### src/rtl/srvp_pkg.sv
package srvp_pkg;

  localparam int unsigned US_W       = 12;
  localparam int unsigned POS_W      = 8;
  localparam int unsigned PULSE_W    = 16;
  localparam int unsigned TICK_W     = 12;
  localparam int unsigned ECHO_W     = 13;
  localparam int unsigned CFG_ADDR_W = 3;

  localparam int unsigned US_FLOOR       = 500;
  localparam int unsigned US_CEIL        = 2500;
  localparam int unsigned POS_TOP        = 100;
  localparam int unsigned POS_BOTTOM_MAG = 100;

  localparam int unsigned NECK_MIN_RST     = 1000;
  localparam int unsigned NECK_NEUTRAL_RST = 1450;
  localparam int unsigned NECK_MAX_RST     = 2000;
  localparam int unsigned JAW_MIN_RST      = 1000;
  localparam int unsigned JAW_NEUTRAL_RST  = 1600;
  localparam int unsigned JAW_MAX_RST      = 1600;

  localparam int unsigned TICK_MAX = (1 << TICK_W) - 1;

  // product of width difference magnitude and position magnitude
  localparam int unsigned PROD_W = US_W + POS_W;
  // reciprocal divide, exact for any PROD_W-bit numerator and divisor up to 2**POS_W
  localparam int unsigned REC_S  = PROD_W + POS_W;
  localparam int unsigned REC_W  = REC_S + 1;
  localparam int unsigned MUL_W  = PROD_W + REC_W;
  localparam longint unsigned REC_TOP =
    ((64'd1 << REC_S) + POS_TOP - 1) / POS_TOP;
  localparam longint unsigned REC_BOT =
    ((64'd1 << REC_S) + POS_BOTTOM_MAG - 1) / POS_BOTTOM_MAG;

  localparam logic [1:0] CAL_MIN     = 2'd0;
  localparam logic [1:0] CAL_NEUTRAL = 2'd1;
  localparam logic [1:0] CAL_MAX     = 2'd2;

  typedef enum logic [1:0] {
    FUNC_POS   = 2'd0,
    FUNC_PULSE = 2'd1,
    FUNC_GATE  = 2'd2
  } srvp_func_t;

  typedef struct packed {
    logic [US_W-1:0] min_us;
    logic [US_W-1:0] center_us;
    logic [US_W-1:0] max_us;
    logic            invert;
  } srvp_cal_t;

  typedef struct packed {
    srvp_func_t              func;
    logic                    servo_sel;
    logic signed [POS_W-1:0] position;
    logic [PULSE_W-1:0]      pulse_us;
    logic                    gate_on;
  } srvp_cmd_t;

  typedef struct packed {
    srvp_func_t              func;
    logic                    ch;
    logic                    gate_on;
    logic signed [POS_W-1:0] pos;
    logic [US_W-1:0]         req_us;
    logic [US_W-1:0]         center_us;
    logic [PROD_W-1:0]       prod;
    logic                    neg;
    logic                    bot;
  } srvp_prod_t;

  typedef struct packed {
    logic                     channel;
    logic                     duty_write;
    logic [TICK_W-1:0]        duty_ticks;
    logic signed [ECHO_W-1:0] echo_value;
    logic                     gate_state;
    logic                     last;
  } srvp_result_t;

  function automatic logic [US_W-1:0] rail_us(input logic [PULSE_W-1:0] v);
    logic [US_W-1:0] r;
    if (v < PULSE_W'(US_FLOOR)) begin
      r = US_W'(US_FLOOR);
    end else if (v > PULSE_W'(US_CEIL)) begin
      r = US_W'(US_CEIL);
    end else begin
      r = v[US_W-1:0];
    end
    return r;
  endfunction

endpackage

### src/rtl/srvp_cal_regs.sv
module srvp_cal_regs (
  input  logic                                clk,
  input  logic                                rst_n,
  input  logic                                cfg_we,
  input  logic [srvp_pkg::CFG_ADDR_W-1:0]     cfg_addr,
  input  logic [srvp_pkg::US_W-1:0]           cfg_wdata,
  output srvp_pkg::srvp_cal_t [1:0]           cal
);
  import srvp_pkg::*;

  srvp_cal_t [1:0] cal_r;
  srvp_cal_t [1:0] cal_nxt;
  logic [US_W-1:0] railed;

  assign railed = rail_us(PULSE_W'(cfg_wdata));

  always_comb begin
    cal_nxt = cal_r;
    if (cfg_we) begin
      case (cfg_addr[1:0])
        CAL_MIN:     cal_nxt[cfg_addr[2]].min_us    = railed;
        CAL_NEUTRAL: cal_nxt[cfg_addr[2]].center_us = railed;
        CAL_MAX:     cal_nxt[cfg_addr[2]].max_us    = railed;
        // invert flag
        default:     cal_nxt[cfg_addr[2]].invert    = cfg_wdata[0];
      endcase
    end
  end

  always_ff @(posedge clk) begin
    if (!rst_n) begin
      cal_r[0].min_us    <= US_W'(NECK_MIN_RST);
      cal_r[0].center_us <= US_W'(NECK_NEUTRAL_RST);
      cal_r[0].max_us    <= US_W'(NECK_MAX_RST);
      cal_r[0].invert    <= 1'b1;
      cal_r[1].min_us    <= US_W'(JAW_MIN_RST);
      cal_r[1].center_us <= US_W'(JAW_NEUTRAL_RST);
      cal_r[1].max_us    <= US_W'(JAW_MAX_RST);
      cal_r[1].invert    <= 1'b0;
    end else begin
      cal_r <= cal_nxt;
    end
  end

  assign cal = cal_r;

endmodule

### src/rtl/srvp_map.sv
module srvp_map (
  input  logic                      clk,
  input  logic                      load,
  input  srvp_pkg::srvp_cmd_t       cmd,
  input  srvp_pkg::srvp_cal_t [1:0] cal,
  output srvp_pkg::srvp_prod_t      prod
);
  import srvp_pkg::*;

  srvp_prod_t            prod_r;
  srvp_prod_t            prod_nxt;
  srvp_cal_t             c;
  logic signed [POS_W:0] pos_ext;
  logic signed [POS_W:0] pos_clamp;
  logic signed [POS_W:0] m;
  logic                  m_neg;
  logic [POS_W-1:0]      k;
  logic signed [US_W:0]  d;
  logic [US_W-1:0]       d_mag;

  assign c       = cal[cmd.servo_sel];
  assign pos_ext = {cmd.position[POS_W-1], cmd.position};

  always_comb begin
    if (pos_ext > $signed((POS_W+1)'(POS_TOP))) begin
      pos_clamp = $signed((POS_W+1)'(POS_TOP));
    end else if (pos_ext < -$signed((POS_W+1)'(POS_BOTTOM_MAG))) begin
      pos_clamp = -$signed((POS_W+1)'(POS_BOTTOM_MAG));
    end else begin
      pos_clamp = pos_ext;
    end
    m     = c.invert ? -pos_clamp : pos_clamp;
    m_neg = m[POS_W];
    k     = m_neg ? POS_W'(-m) : POS_W'(m);
    d     = m_neg ? $signed({1'b0, c.center_us}) - $signed({1'b0, c.min_us})
                  : $signed({1'b0, c.max_us}) - $signed({1'b0, c.center_us});
    d_mag = d[US_W] ? US_W'(-d) : US_W'(d);

    prod_nxt.func      = cmd.func;
    prod_nxt.ch        = cmd.servo_sel;
    prod_nxt.gate_on   = cmd.gate_on;
    prod_nxt.pos       = pos_clamp[POS_W-1:0];
    prod_nxt.req_us    = rail_us(cmd.pulse_us);
    prod_nxt.center_us = c.center_us;
    prod_nxt.prod      = PROD_W'(d_mag) * PROD_W'(k);
    // sign of the offset from neutral
    prod_nxt.neg       = m_neg ? (c.min_us < c.center_us) : (c.max_us < c.center_us);
    prod_nxt.bot       = m_neg;
  end

  always_ff @(posedge clk) begin
    if (load) begin
      prod_r <= prod_nxt;
    end
  end

  assign prod = prod_r;

endmodule

### src/rtl/srvp_exec.sv
module srvp_exec (
  input  logic                      clk,
  input  logic                      rst_n,
  input  logic                      s2_valid,
  input  srvp_pkg::srvp_prod_t      prod,
  input  srvp_pkg::srvp_cal_t [1:0] cal,
  input  logic                      out_ready,
  output logic                      s2_done,
  output logic                      out_valid,
  output srvp_pkg::srvp_result_t    out_res
);
  import srvp_pkg::*;

  localparam int unsigned SUM_W = PROD_W + 2;

  logic [US_W-1:0]         pulse_r [2];
  logic                    gate_r;
  logic                    gate_nxt;
  logic                    phase_r;
  logic                    phase_nxt;
  logic                    out_valid_r;
  logic                    out_valid_nxt;
  srvp_result_t            out_res_r;
  srvp_result_t            res;

  logic [REC_W-1:0]        rec;
  logic [MUL_W-1:0]        q_full;
  logic [PROD_W-1:0]       q;
  logic signed [SUM_W-1:0] us_sum;
  logic [US_W-1:0]         us_map;
  logic [US_W-1:0]         res_us;
  logic                    emit;
  logic                    store;
  logic                    is_gate;
  logic                    out_free;
  logic                    fire;

  function automatic logic [TICK_W-1:0] ticks_of(input logic [US_W-1:0] us);
    logic [US_W+1:0] t3;
    logic [US_W:0]   t;
    t3 = {2'b00, us} + {1'b0, us, 1'b0};
    t  = t3[US_W+1:1];
    return (t > (US_W+1)'(TICK_MAX)) ? TICK_W'(TICK_MAX) : t[TICK_W-1:0];
  endfunction

  assign rec    = prod.bot ? REC_W'(REC_BOT) : REC_W'(REC_TOP);
  assign q_full = MUL_W'(prod.prod) * MUL_W'(rec);
  assign q      = q_full[REC_S +: PROD_W];
  assign us_sum = prod.neg ? $signed(SUM_W'(prod.center_us)) - $signed(SUM_W'(q))
                           : $signed(SUM_W'(prod.center_us)) + $signed(SUM_W'(q));

  always_comb begin
    if (us_sum < $signed(SUM_W'(US_FLOOR))) begin
      us_map = US_W'(US_FLOOR);
    end else if (us_sum > $signed(SUM_W'(US_CEIL))) begin
      us_map = US_W'(US_CEIL);
    end else begin
      us_map = us_sum[US_W-1:0];
    end
  end

  assign out_free = !out_valid_r || out_ready;

  always_comb begin
    emit    = 1'b0;
    store   = 1'b0;
    is_gate = 1'b0;
    res_us  = prod.req_us;
    res.channel    = prod.ch;
    res.duty_write = gate_r;
    res.echo_value = ECHO_W'($unsigned(prod.req_us));
    res.gate_state = gate_r;
    res.last       = 1'b1;
    case (prod.func)
      FUNC_POS: begin
        emit           = 1'b1;
        store          = 1'b1;
        res_us         = us_map;
        res.echo_value = ECHO_W'(prod.pos);
      end
      FUNC_PULSE: begin
        emit  = 1'b1;
        store = 1'b1;
      end
      FUNC_GATE: begin
        is_gate        = 1'b1;
        emit           = phase_r || (prod.gate_on != gate_r);
        res_us         = prod.gate_on ? pulse_r[phase_r] : cal[phase_r].center_us;
        res.channel    = phase_r;
        res.duty_write = 1'b1;
        res.echo_value = ECHO_W'(res_us);
        res.gate_state = prod.gate_on;
        res.last       = phase_r;
      end
      default: begin
        emit = 1'b0;
      end
    endcase
    res.duty_ticks = ticks_of(res_us);
  end

  assign fire    = s2_valid && emit && out_free;
  assign s2_done = s2_valid && (!emit || (out_free && (!is_gate || phase_r)));

  always_comb begin
    gate_nxt      = gate_r;
    phase_nxt     = phase_r;
    out_valid_nxt = out_valid_r && !out_ready;
    if (fire) begin
      out_valid_nxt = 1'b1;
      if (is_gate) begin
        gate_nxt  = prod.gate_on;
        phase_nxt = !phase_r;
      end
    end
  end

  always_ff @(posedge clk) begin
    if (!rst_n) begin
      pulse_r[0]  <= US_W'(NECK_NEUTRAL_RST);
      pulse_r[1]  <= US_W'(JAW_NEUTRAL_RST);
      gate_r      <= 1'b1;
      phase_r     <= 1'b0;
      out_valid_r <= 1'b0;
    end else begin
      gate_r      <= gate_nxt;
      phase_r     <= phase_nxt;
      out_valid_r <= out_valid_nxt;
      if (fire && store) begin
        pulse_r[prod.ch] <= res_us;
      end
    end
  end

  always_ff @(posedge clk) begin
    if (fire) begin
      out_res_r <= res;
    end
  end

  assign out_valid = out_valid_r;
  assign out_res   = out_res_r;

endmodule

### src/rtl/servo_position_to_pulse_mapper.sv
// a command passes the command register, the mapping register and the result register
// before out_tvalid rises, and a stall can hold it in any of them
// throughput: one command per cycle when not stalled; a gate change holds the execute
// stage for its two results, and backpressure stalls the pipeline at the result register
// reset (synchronous, rst_n low): pipeline emptied, calibration to defaults,
// gate open, stored pulse widths back to each channel's default neutral
module servo_position_to_pulse_mapper (
  input  logic                            clk,
  input  logic                            rst_n,
  input  logic                            in_tvalid,
  output logic                            in_tready,
  // position[7:0], pulse_us[23:8], gate_on[24], zero fill
  input  logic [31:0]                     in_tdata,
  // func[1:0], servo_sel[2]
  input  logic [2:0]                      in_tuser,
  output logic                            out_tvalid,
  input  logic                            out_tready,
  // duty_write[0], duty_ticks[12:1], echo_value[25:13], gate_state[26], zero fill
  output logic [31:0]                     out_tdata,
  // channel
  output logic                            out_tuser,
  output logic                            out_tlast,
  input  logic                            cfg_we,
  input  logic [srvp_pkg::CFG_ADDR_W-1:0] cfg_addr,
  input  logic [srvp_pkg::US_W-1:0]       cfg_wdata
);
  import srvp_pkg::*;

  srvp_cal_t [1:0] cal;
  srvp_cmd_t       cmd_r;
  srvp_cmd_t       cmd_nxt;
  srvp_prod_t      prod;
  srvp_result_t    res;
  logic            s1_valid_r;
  logic            s1_valid_nxt;
  logic            s2_valid_r;
  logic            s2_valid_nxt;
  logic            s2_done;
  logic            s2_free;
  logic            s1_adv;
  logic            in_xfer;

  assign cmd_nxt.func      = srvp_func_t'(in_tuser[1:0]);
  assign cmd_nxt.servo_sel = in_tuser[2];
  assign cmd_nxt.position  = in_tdata[POS_W-1:0];
  assign cmd_nxt.pulse_us  = in_tdata[POS_W +: PULSE_W];
  assign cmd_nxt.gate_on   = in_tdata[POS_W+PULSE_W];

  assign s2_free      = !s2_valid_r || s2_done;
  assign s1_adv       = s1_valid_r && s2_free;
  assign in_tready    = !s1_valid_r || s2_free;
  assign in_xfer      = in_tvalid && in_tready;
  assign s1_valid_nxt = in_xfer || (s1_valid_r && !s2_free);
  assign s2_valid_nxt = s1_adv || (s2_valid_r && !s2_done);

  always_ff @(posedge clk) begin
    if (!rst_n) begin
      s1_valid_r <= 1'b0;
      s2_valid_r <= 1'b0;
    end else begin
      s1_valid_r <= s1_valid_nxt;
      s2_valid_r <= s2_valid_nxt;
    end
  end

  always_ff @(posedge clk) begin
    if (in_xfer) begin
      cmd_r <= cmd_nxt;
    end
  end

  srvp_cal_regs u_cal (
    .clk       (clk),
    .rst_n     (rst_n),
    .cfg_we    (cfg_we),
    .cfg_addr  (cfg_addr),
    .cfg_wdata (cfg_wdata),
    .cal       (cal)
  );

  srvp_map u_map (
    .clk  (clk),
    .load (s1_adv),
    .cmd  (cmd_r),
    .cal  (cal),
    .prod (prod)
  );

  srvp_exec u_exec (
    .clk       (clk),
    .rst_n     (rst_n),
    .s2_valid  (s2_valid_r),
    .prod      (prod),
    .cal       (cal),
    .out_ready (out_tready),
    .s2_done   (s2_done),
    .out_valid (out_tvalid),
    .out_res   (res)
  );

  assign out_tdata = {5'b0, res.gate_state, res.echo_value, res.duty_ticks, res.duty_write};
  assign out_tuser = res.channel;
  assign out_tlast = res.last;

endmodule
### config.mk
export PLATFORM = sky130hd
export DESIGN_NAME = servo_position_to_pulse_mapper
export DESIGN_NICKNAME = d
export VERILOG_FILES = /design/src/rtl/srvp_pkg.sv /design/src/rtl/srvp_cal_regs.sv /design/src/rtl/srvp_map.sv /design/src/rtl/srvp_exec.sv /design/src/rtl/servo_position_to_pulse_mapper.sv
export SDC_FILE = /design/constraint.sdc
export NUM_CORES = 1
export LEC_CHECK = 0
export ABC_AREA = 1
export BUFFER_PORTS_ARGS = -buffer_cell sky130_fd_sc_hd__buf_2
export CORE_ASPECT_RATIO = 0.5
export CORE_UTILIZATION = 35
export DETAILED_ROUTE_END_ITERATION = 10
export GPL_TIMING_DRIVEN = 0
export PLACE_DENSITY_LB_ADDON = 0.05
export SLEW_MARGIN = 20
export SYNTH_ARGS = -nofsm -noshare
export SYNTH_HDL_FRONTEND = slang
export SYNTH_SLANG_ARGS = --single-unit
### constraint.sdc
create_clock -name clk -period 22.3 [get_ports clk]
set_input_delay 3.345 -clock clk [delete_from_list [all_inputs] [get_ports clk]]
set_output_delay 3.345 -clock clk [all_outputs]
set_load 0.005 [all_outputs]
# Yosys cells after proc, flatten, opt, wreduce, memory -nomap -nowiden
# Memory sizes are Yosys's and may differ from the RTL's. A register that Yosys moved wholly into a read port is not among the register bits.
# Index checks and enable logic that the tools add are counted.
# W data, S select, Z words.
# classes
muxes	48
n_mul	2
n_eq_ne	5
reduce_logical	34
magnitude_cmp	15
addsub	8
# op_table
cell	n
$bwmux W74	4
$pmux W74 S3	1
$demux W37 S1	4
$mux W37	3
$mux W12	8
$mux W25	3
$mul A20 B22 Y42 const B	1
$mux W9	3
$mux W13	2
$pmux W13 S2	1
$sub A12 B12 Y13	2
$lt A12 B12 Y1	2
$pmux W12 S2	1
$gt A22 B13 Y1 const B	1
$lt A22 B10 Y1 const B	1
$mux W22	1
$add A12 B20 Y21	1
$sub A12 B20 Y21	1
$mul A12 B8 Y20	1
$gt A16 B12 Y1 const B	1
$lt A16 B9 Y1 const B	1
$add A12 B13 Y14	1
$gt A13 B12 Y1 const B	1
$mux W1	13
22 further kinds	54
# word_totals
ram_bits	24
mem_count	1
input_bits	55
word_cells	146
regBits	193
out_inout_bits	36
# mem_list
name	words	word_bits	read_ports	rd_ports_with_merged_regs	write_ports	line_no	text
u_exec.pulse_r	2	12	1	1	2	srvp_exec.sv:16	logic [US_W-1:0] pulse_r [2];

# Logic depth before layout (Yosys ltp)
# Gate-level depths: netlist of run 1.
# logic_depth
ltp_word	11
depth_mapped	65
ltp_nobuf	62

# Cells and area by module
# From an unflattened synthesis of run 1, not the netlist that was laid out.
# hier_totals
hier_cells	3105
hier_area_um2	24895.1
# by_module_without_submodules
mod	area_per_inst_um2	n_inst	cells_each	seq_area_each_um2
srvp_exec	13025.0	1	1661	1671.6
srvp_map	7766.2	1	994	1741.7
srvp_cal_regs	3126.7	1	403	1481.4
servo_position_to_pulse_mapper	977.2	1	47	880.8

# Worst setup path after synthesis of run 1
# OpenSTA, ideal clock, no wires.
# synth_path
path_type	reg2reg
from	register u_map.prod_r, in the netlist u_map.prod[10]
to	register u_exec.out_res_r, in the netlist u_exec.out_res[26], data pin
path_slack_ns	12.498
n_path_buf	2
stages_incl_launch_ff	56
t_arrival_ns	9.531
synth_period_minus_slack_ns	9.802
setup_time_ns	0.271
required_time_ns	22.029
path_cell_list	edfxtp_1 fa_1 inv_1 fa_1 inv_1 fa_1 inv_1 fa_1 fa_1 inv_1 fa_1 ha_1 ha_1 nand4_1 nor2_1 nand3_1 nand3_1 a21oi_1 (+20 left out) nand3_1 nand3_1 a21oi_1 inv_1 ha_1 nand3b_1 and2_1 nor2_1 o21ai_0 nand2_1 a21oi_1 o21bai_1 a21o_1 a21oi_1 inv_1 a21oi_1 clkbuf_1 nand3_1
# synth_via
elab_chain_cells	9
word_cells_on_any_way	11
classes_between	3 x add/sub; 1 x mul; 3 x order compare; 4 x mux
# synth_lines
element	line_no	text
from (decl)	srvp_map.sv:10	srvp_prod_t prod_r;
from (signal assigned)	srvp_map.sv:53	prod_r <= prod_nxt;
$mul A20 B22 Y42 (*)	srvp_exec.sv:47	assign q_full = MUL_W'(prod.prod) * MUL_W'(rec);
$add A12 B20 Y21 or $sub A12 B20 Y21 (tied branches)	srvp_exec.sv:50, srvp_exec.sv:49	
$mux W22 (*)	srvp_exec.sv:49	assign us_sum = prod.neg ? $signed(SUM_W'(prod.center_us)) - $signed(SUM_W'(q))
$gt A22 B13 Y1	srvp_exec.sv:55	end else if (us_sum > $signed(SUM_W'(US_CEIL))) begin
$mux W12	srvp_exec.sv:55	
$mux W12 (*)	srvp_exec.sv:53	if (us_sum < $signed(SUM_W'(US_FLOOR))) begin
$pmux W12 S2 (*)	srvp_exec.sv:74	case (prod.func)
net u_exec.res_us[2]	srvp_exec.sv:31	logic [US_W-1:0] res_us;
$add A12 B13 Y14 (*)	srvp_exec.sv:41	t3 = {2'b00, us} + {1'b0, us, 1'b0};
$gt A13 B12 Y1	srvp_exec.sv:43	return (t > (US_W+1)'(TICK_MAX)) ? TICK_W'(TICK_MAX) : t[TICK_W-1:0];
to (signal assigned)	srvp_exec.sv:137	out_res_r <= res;
to (decl)	srvp_exec.sv:23	srvp_result_t out_res_r;
# Mark *: on every way through the listed nets, which the timed path passes. The rest lies on a longest branch.
# A chain may end at the register's enable or synchronous reset.

# Worst setup path in the final report of run 1
# layout_path
from	register u_map.prod_r, in the netlist u_map.prod[5]
to	register u_exec.out_res_r, in the netlist u_exec.out_res[26], data pin
# The elaborated chain is that of the path after synthesis.

==> results of run 1 <==
-- metrics by stage --
step / cells / setup slack, ps / instance area (um2) / util (%)
6_report: 3855 / 10080 / 25990 / 39.44
4_1_cts: 3855 / 10040 / 25990 / 39.44
5_1_grt: 3855 / 9045 / 25990 / 39.44
3_5_place_dp: 3809 / 10090 / 25190 / 38.23
2_1_floorplan: 2846 / 12500 / 23670 / -
3_3_place_gp: 3808 / 10030 / 25160 / 38.18
-- worst paths after layout --
check                  endpoint  slack (ps)  cells past startpoint
min reg2reg      u_map.prod[57]         420                      0
max          u_exec.out_res[26]       10080                     59
max reg2reg  u_exec.out_res[26]       10080                     59
min              u_map.prod[57]         420                      0
-- placed cells by master (no fill, tap or decap), drive strengths merged, types with 5 or more instances in the layout --
| cell type | count |
|---|---|
| or2 | 11 |
| ha | 317 |
| o21ai | 160 |
| fa | 212 |
| edfxtp | 138 |
| nand4 | 18 |
| inv | 632 |
| o21bai | 13 |
| o211ai | 35 |
| clkinv | 13 |
| buf | 101 |
| nor3 | 27 |
| a31oi | 7 |
| nand3 | 121 |
| o31ai | 9 |
| mux2 | 6 |
| dfxtp | 80 |
| mux2i | 5 |
| a21oi | 187 |
| conb | 5 |
| a32o | 11 |
| xor2 | 54 |
| xnor2 | 20 |
| a221oi | 6 |
| o22ai | 6 |
| clkbuf | 68 |
| nand2 | 483 |
| a22oi | 5 |
| nor2 | 192 |
-- routing by layer --
metal  GRT usage (%)  share of wire [%]  up-vias  routed length (um)
li1                -                  -     9347                   -
met1           29.10                 50     8968               33750
met2           33.33                 46      337               31010
met3           1.527                3.5       52                2357
met4           2.893                1.3        0                 897
met5               0                  0        -                   0
-- cell families (layout without fill, tap and decap cells) --
kind of cell	count (synthesis)	after routing	share of synthesized area, %
other	1	5	0.01586
adders and majority gates	529	529	34.71
buffers and inverters	689	814	11.16
AOI/OAI and AO/OA	457	457	11.15
muxes	11	11	0.4973
DFF	218	218	24.29
and+or+nand+nor	863	863	15.34
xor gates and xnor gates	74	74	2.836
-- cell type report --
class | instances | area (um2) | share of cell area [%]
well taps | 884 | 1106 | 4.256
clock inverters | 10 | 67.56 | 0.2600
repair buffers | 79 | 417.9 | 1.608
plain buffers | 54 | 254.0 | 0.9773
flip-flops and latches | 218 | 5746 | 22.11
multi-input cells | 1939 | 15280 | 58.80
clock buffers | 36 | 729.5 | 2.807
inverters | 635 | 2387 | 9.185
==> results.sh, run 1 <==
export IMPL_ys_warn_count=0
export IMPL_yosys_top_cells_area="fa_1 (18%), edfxtp_1 (18%), ha_1 (17%)"
export IMPL_drt_iter0_drc=1013
export IMPL_cpMostUsedCell="nand2_1"
export IMPL_fp_dieH_um=185.8
export IMPL_place_congestion=0.8748
export IMPL_syn_area_um2=23650
export IMPL_ant_nets=0
export IMPL_drive_above_1_share_pct=6.530
export IMPL_whs_ps=419.8
export IMPL_hp_start="cmd_r[27]"
export IMPL_arrival_ps=12510
export IMPL_cts_made_buffers=25
export IMPL_rows=66
export IMPL_drt_wl_total_um=68010
export IMPL_timing_critical_path_buf_inv=10
export IMPL_antenna_found_initial=0
export IMPL_cts_resized=0
export IMPL_hold_class="flop to flop"
export IMPL_crit_family="adder cells"
export IMPL_cpPeakStageDelay_ps=610
export IMPL_finalClockSkew_ps=20.99
export IMPL_maxCapViolCount=0
export IMPL_synthFlopType="edfxtp_1"
export IMPL_crit_required_ps=22590
export IMPL_seq_area_frac_synth_pct=24.29
export IMPL_synth_top_area_share_pct=17.94
export IMPL_critPathKind="flop to flop"
export IMPL_die_w_um=369.6
export IMPL_synth_edf_count=138
export IMPL_dp_hpwl_um=56870
export IMPL_crit_fanout=10
export IMPL_fin_crit_ps=12220
export IMPL_coreArea_um2=65900
export IMPL_setup_tns_ps=0
export IMPL_startpoint="u_map.prod[5]"
export IMPL_clkLatencyLatePin_ps=560
export IMPL_routed_via_density=4.852
export IMPL_rr_startpoint="u_map.prod[5]"
export IMPL_clock_sinks=218
export IMPL_slew_headroom_pct=25.88
export IMPL_grt_pass1_vias=18550
export IMPL_hold_viol=0
export IMPL_ios=91
export IMPL_root_buffer="clkbuf_16"
export IMPL_finalSetupViolCount=0
export IMPL_route_detailed_drc=0
export IMPL_fin_crit_sh_pct=54.82
export IMPL_syn_inst=2842
export IMPL_diodes=0
export IMPL_fill_cells=6887
export IMPL_status="finished clean"
export IMPL_start_kind="flop"
export IMPL_crit_path_end_kind="flop"
export IMPL_start_util_pct=35.89
export IMPL_nets=3536
export IMPL_cts_tree="built"
export IMPL_synth_common_cells="inv_1 (620), nand2_1 (472), ha_1 (317)"
export IMPL_cts_hold_buf=0
export IMPL_grt_pass1_wl_um=106500
export IMPL_clockBufferDepth=3
export IMPL_grt_overflow=0
export IMPL_synthArstFlopShare_pct=0
export IMPL_post_cts_buffers=0
export IMPL_avgRoutedWirePerCell_um=17.64
export IMPL_port_buffers=78
export IMPL_rsz0062_at_grt="false"
export IMPL_first_pass_iters=7
export IMPL_synth_most_common_cell="inv_1"
export IMPL_syn2layout_area_growth_pct=9.887
export IMPL_synth_area_per_cell_um2=8.322
export IMPL_yosys_register_bits=218
export IMPL_grt_usage_pct=20.09
export IMPL_htree_levels=1
export IMPL_cts_clk_slew_worst_paths_ps=60
export IMPL_route_vias_total=18704
export IMPL_die_area_um2=68680
export IMPL_tightest_slew_ps=1102
export IMPL_synth_top_cell_by_area="fa_1"
export IMPL_critPathSlowestCell="edfxtp_1"
export IMPL_grt_start_max_net_pins=43
export IMPL_synth_cell_types=61
export IMPL_clock_fmax_mhz=81.80
export IMPL_final_max_slew_viol_count=0
Power of run 1 is left out: the tool's default activity adds up to more than one toggle a clock period on the data nets, which glitch-free logic cannot reach.
==> run 2: changes to the inputs <==
--- a/config.mk
+++ b/config.mk
@@ -5,7 +5,7 @@
 export SDC_FILE = /design/constraint.sdc
 export NUM_CORES = 1
 export LEC_CHECK = 0
-export ABC_AREA = 1
+export ABC_AREA = 0
 export BUFFER_PORTS_ARGS = -buffer_cell sky130_fd_sc_hd__buf_2
 export CORE_ASPECT_RATIO = 0.5
 export CORE_UTILIZATION = 35
==> constraint.sdc (replaced) <==
create_clock -name clk -period 12.04 [get_ports clk]
set_input_delay 1.806 -clock clk [delete_from_list [all_inputs] [get_ports clk]]
set_output_delay 1.806 -clock clk [all_outputs]
set_load 0.005 [all_outputs]
==> results.sh, run 2 <==
export IMPL_crit_fanout=7
export IMPL_finalSetupViolCount=0
export IMPL_start_kind="flop"
export IMPL_clkLatencyLatePin_ps=560
export IMPL_grt_pass1_vias=16863
export IMPL_place_congestion=0.8464
export IMPL_syn2layout_area_growth_pct=13.75
export IMPL_nets=3110
export IMPL_drive_above_1_share_pct=12.34
export IMPL_dp_hpwl_um=52650
export IMPL_routed_via_density=4.900
export IMPL_syn_area_um2=23100
export IMPL_finalClockSkew_ps=15.24
export IMPL_syn_inst=2362
export IMPL_synthFlopType="edfxtp_1"
export IMPL_rows=66
export IMPL_crit_path_end_kind="flop"
export IMPL_ant_nets=0
export IMPL_arrival_ps=11870
export IMPL_antenna_found_initial=0
export IMPL_status="finished clean"
export IMPL_final_cell_mix="inv_1 (393), ha_1 (307), nand2_1 (210)"
export IMPL_slew_headroom_pct=35.25
export IMPL_avgRoutedWirePerCell_um=18.54
export IMPL_cts_hold_buf=0
export IMPL_cts_made_buffers=25
export IMPL_seq_area_frac_synth_pct=24.87
export IMPL_rr_startpoint="u_map.prod[11]"
export IMPL_yosys_top_cells_area="fa_1 (18%), edfxtp_1 (18%), ha_1 (17%)"
export IMPL_synth_cell_types=95
export IMPL_diodes=0
export IMPL_ys_warn_count=0
export IMPL_cts_clk_slew_worst_paths_ps=60
export IMPL_ios=91
export IMPL_cpMostUsedCell="fa_1"
export IMPL_synth_top_cell_by_area="fa_1"
export IMPL_grt_usage_pct=19.10
export IMPL_maxCapViolCount=0
export IMPL_tightest_slew_ps=944.2
export IMPL_synth_top_area_share_pct=18.37
export IMPL_grt_pass1_wl_um=98480
export IMPL_synthArstFlopShare_pct=0
export IMPL_die_area_um2=67110
export IMPL_hold_class="flop to flop"
export IMPL_fp_dieH_um=183.7
export IMPL_start_util_pct=35.46
export IMPL_startpoint="u_map.prod[11]"
export IMPL_htree_levels=1
export IMPL_fin_crit_sh_pct=95.93
export IMPL_hp_start="cmd_r[26]"
export IMPL_critPathKind="flop to flop"
export IMPL_root_buffer="clkbuf_16"
export IMPL_route_vias_total=16802
export IMPL_clock_fmax_mhz=86.58
export IMPL_fin_crit_ps=11550
export IMPL_yosys_register_bits=218
export IMPL_cts_tree="built"
export IMPL_clock_sinks=218
export IMPL_pre_cts_ws_ps=-1567
export IMPL_synth_common_cells="inv_1 (394), ha_1 (317), fa_1 (212)"
export IMPL_synth_most_common_cell="inv_1"
export IMPL_grt_start_max_net_pins=30
export IMPL_drt_iter0_drc=753
export IMPL_final_max_slew_viol_count=0
export IMPL_fin_ws_ps=489.8
export IMPL_die_w_um=365.4
export IMPL_coreArea_um2=65160
export IMPL_grt_overflow=0
export IMPL_synth_edf_count=138
export IMPL_synth_area_per_cell_um2=9.782
export IMPL_first_pass_iters=5
export IMPL_crit_required_ps=12360
export IMPL_cpPeakStageDelay_ps=610
export IMPL_drt_wl_total_um=63570
export IMPL_layout_commonest_cell="inv_1"
export IMPL_route_detailed_drc=0
export IMPL_clockBufferDepth=3
export IMPL_hold_viol=0
export IMPL_port_buffers=77
export IMPL_r2r_setup_slack_ps=490
export IMPL_critPathSlowestCell="fa_2"
[run 2: changes by cell type in the layout (fill, tap and decap cells not counted), sizes merged, moves of 38 or more]
cell	change
mux2i	+47
a21oi	-95
inv	-236
nor2b	+43
buf	+51
nor2	-77
xnor2	+38
nand2	-273
o21ai	-78
nand3	-88
and2	+47
[run 2: layer usage]
metal / routed length [um] / vias to the layer above / GRT usage (%)
li1: - / 8324 / -
met1: 32450 / 8193 / 28.29
met2: 28320 / 242 / 30.73
met3: 1980 / 43 / 1.798
met4: 822 / 0 / 2.527
met5: 0 / - / 0
[run 2: layout make-up]
type	instances	area (um2)
inverter	395	1483
fill	6566	38870
sequential	218	5746
multi-input combinational	1693	16030
tap	884	1106
timing repair buffer	133	872.1
clock buffer	27	633.1
clock inverter	19	137.6
buffer	60	270.3
[run 2: cell families (layout without fill, tap and decap cells)]
| group | after synthesis | after routing | share of synthesized area [%] |
|---|---|---|---|
| buffers and inverters | 455 | 634 | 7.565 |
| DFF | 218 | 218 | 24.87 |
| AOI/OAI and AO/OA | 423 | 423 | 13.08 |
| and+or+nand+nor | 575 | 575 | 12.10 |
| xor gates and xnor gates | 89 | 89 | 3.569 |
| muxes | 72 | 72 | 3.260 |
| adders and majority gates | 529 | 529 | 35.54 |
| other | 1 | 5 | 0.01623 |
[run 2: repair_timing]
item,in CTS,in global routing
gates resized for setup,28,50
gates cloned,0,1
setup buffers,24,27
setup endpoints to repair,12,12
pin swaps,7,22
[run 2: metrics by stage]
stage	hold slack, ps	instance area (um2)	cells	util [%]	setup TNS [ps]
after floorplan	400.3	23120	2366	-	0
after global placement	403.0	24610	3327	37.77	-17990
after detailed placement	404.5	24730	3331	37.95	-17620
after CTS	416.6	25810	3401	39.62	0
after global routing	425.2	26280	3429	40.34	-93.58
final	414.9	26280	3429	40.34	0
[run 2: critical path, delay by kind of cell, from the launching register on]
kind | cells | cell delay, ps
adder cells (fa/ha/maj) | 10 | 4300
flip-flops | 1 | 420
AND/OR/NAND/NOR | 6 | 1030
buffers and inverters | 8 | 970
multiplexers | 1 | 260
AO/OA/AOI/OAI | 21 | 4150
XOR/XNOR | 1 | 180
[run 2: worst paths after layout]
| kind | endpoint | cells after the start |
|---|---|---|
| worst max-delay path | u_exec.out_res[26] | 47 |
| worst min-delay path | u_map.prod[56] | 0 |
| worst max register to register | u_exec.out_res[26] | 47 |
| worst min register to register | u_map.prod[56] | 0 |
Power of run 2 is left out for the same reason.
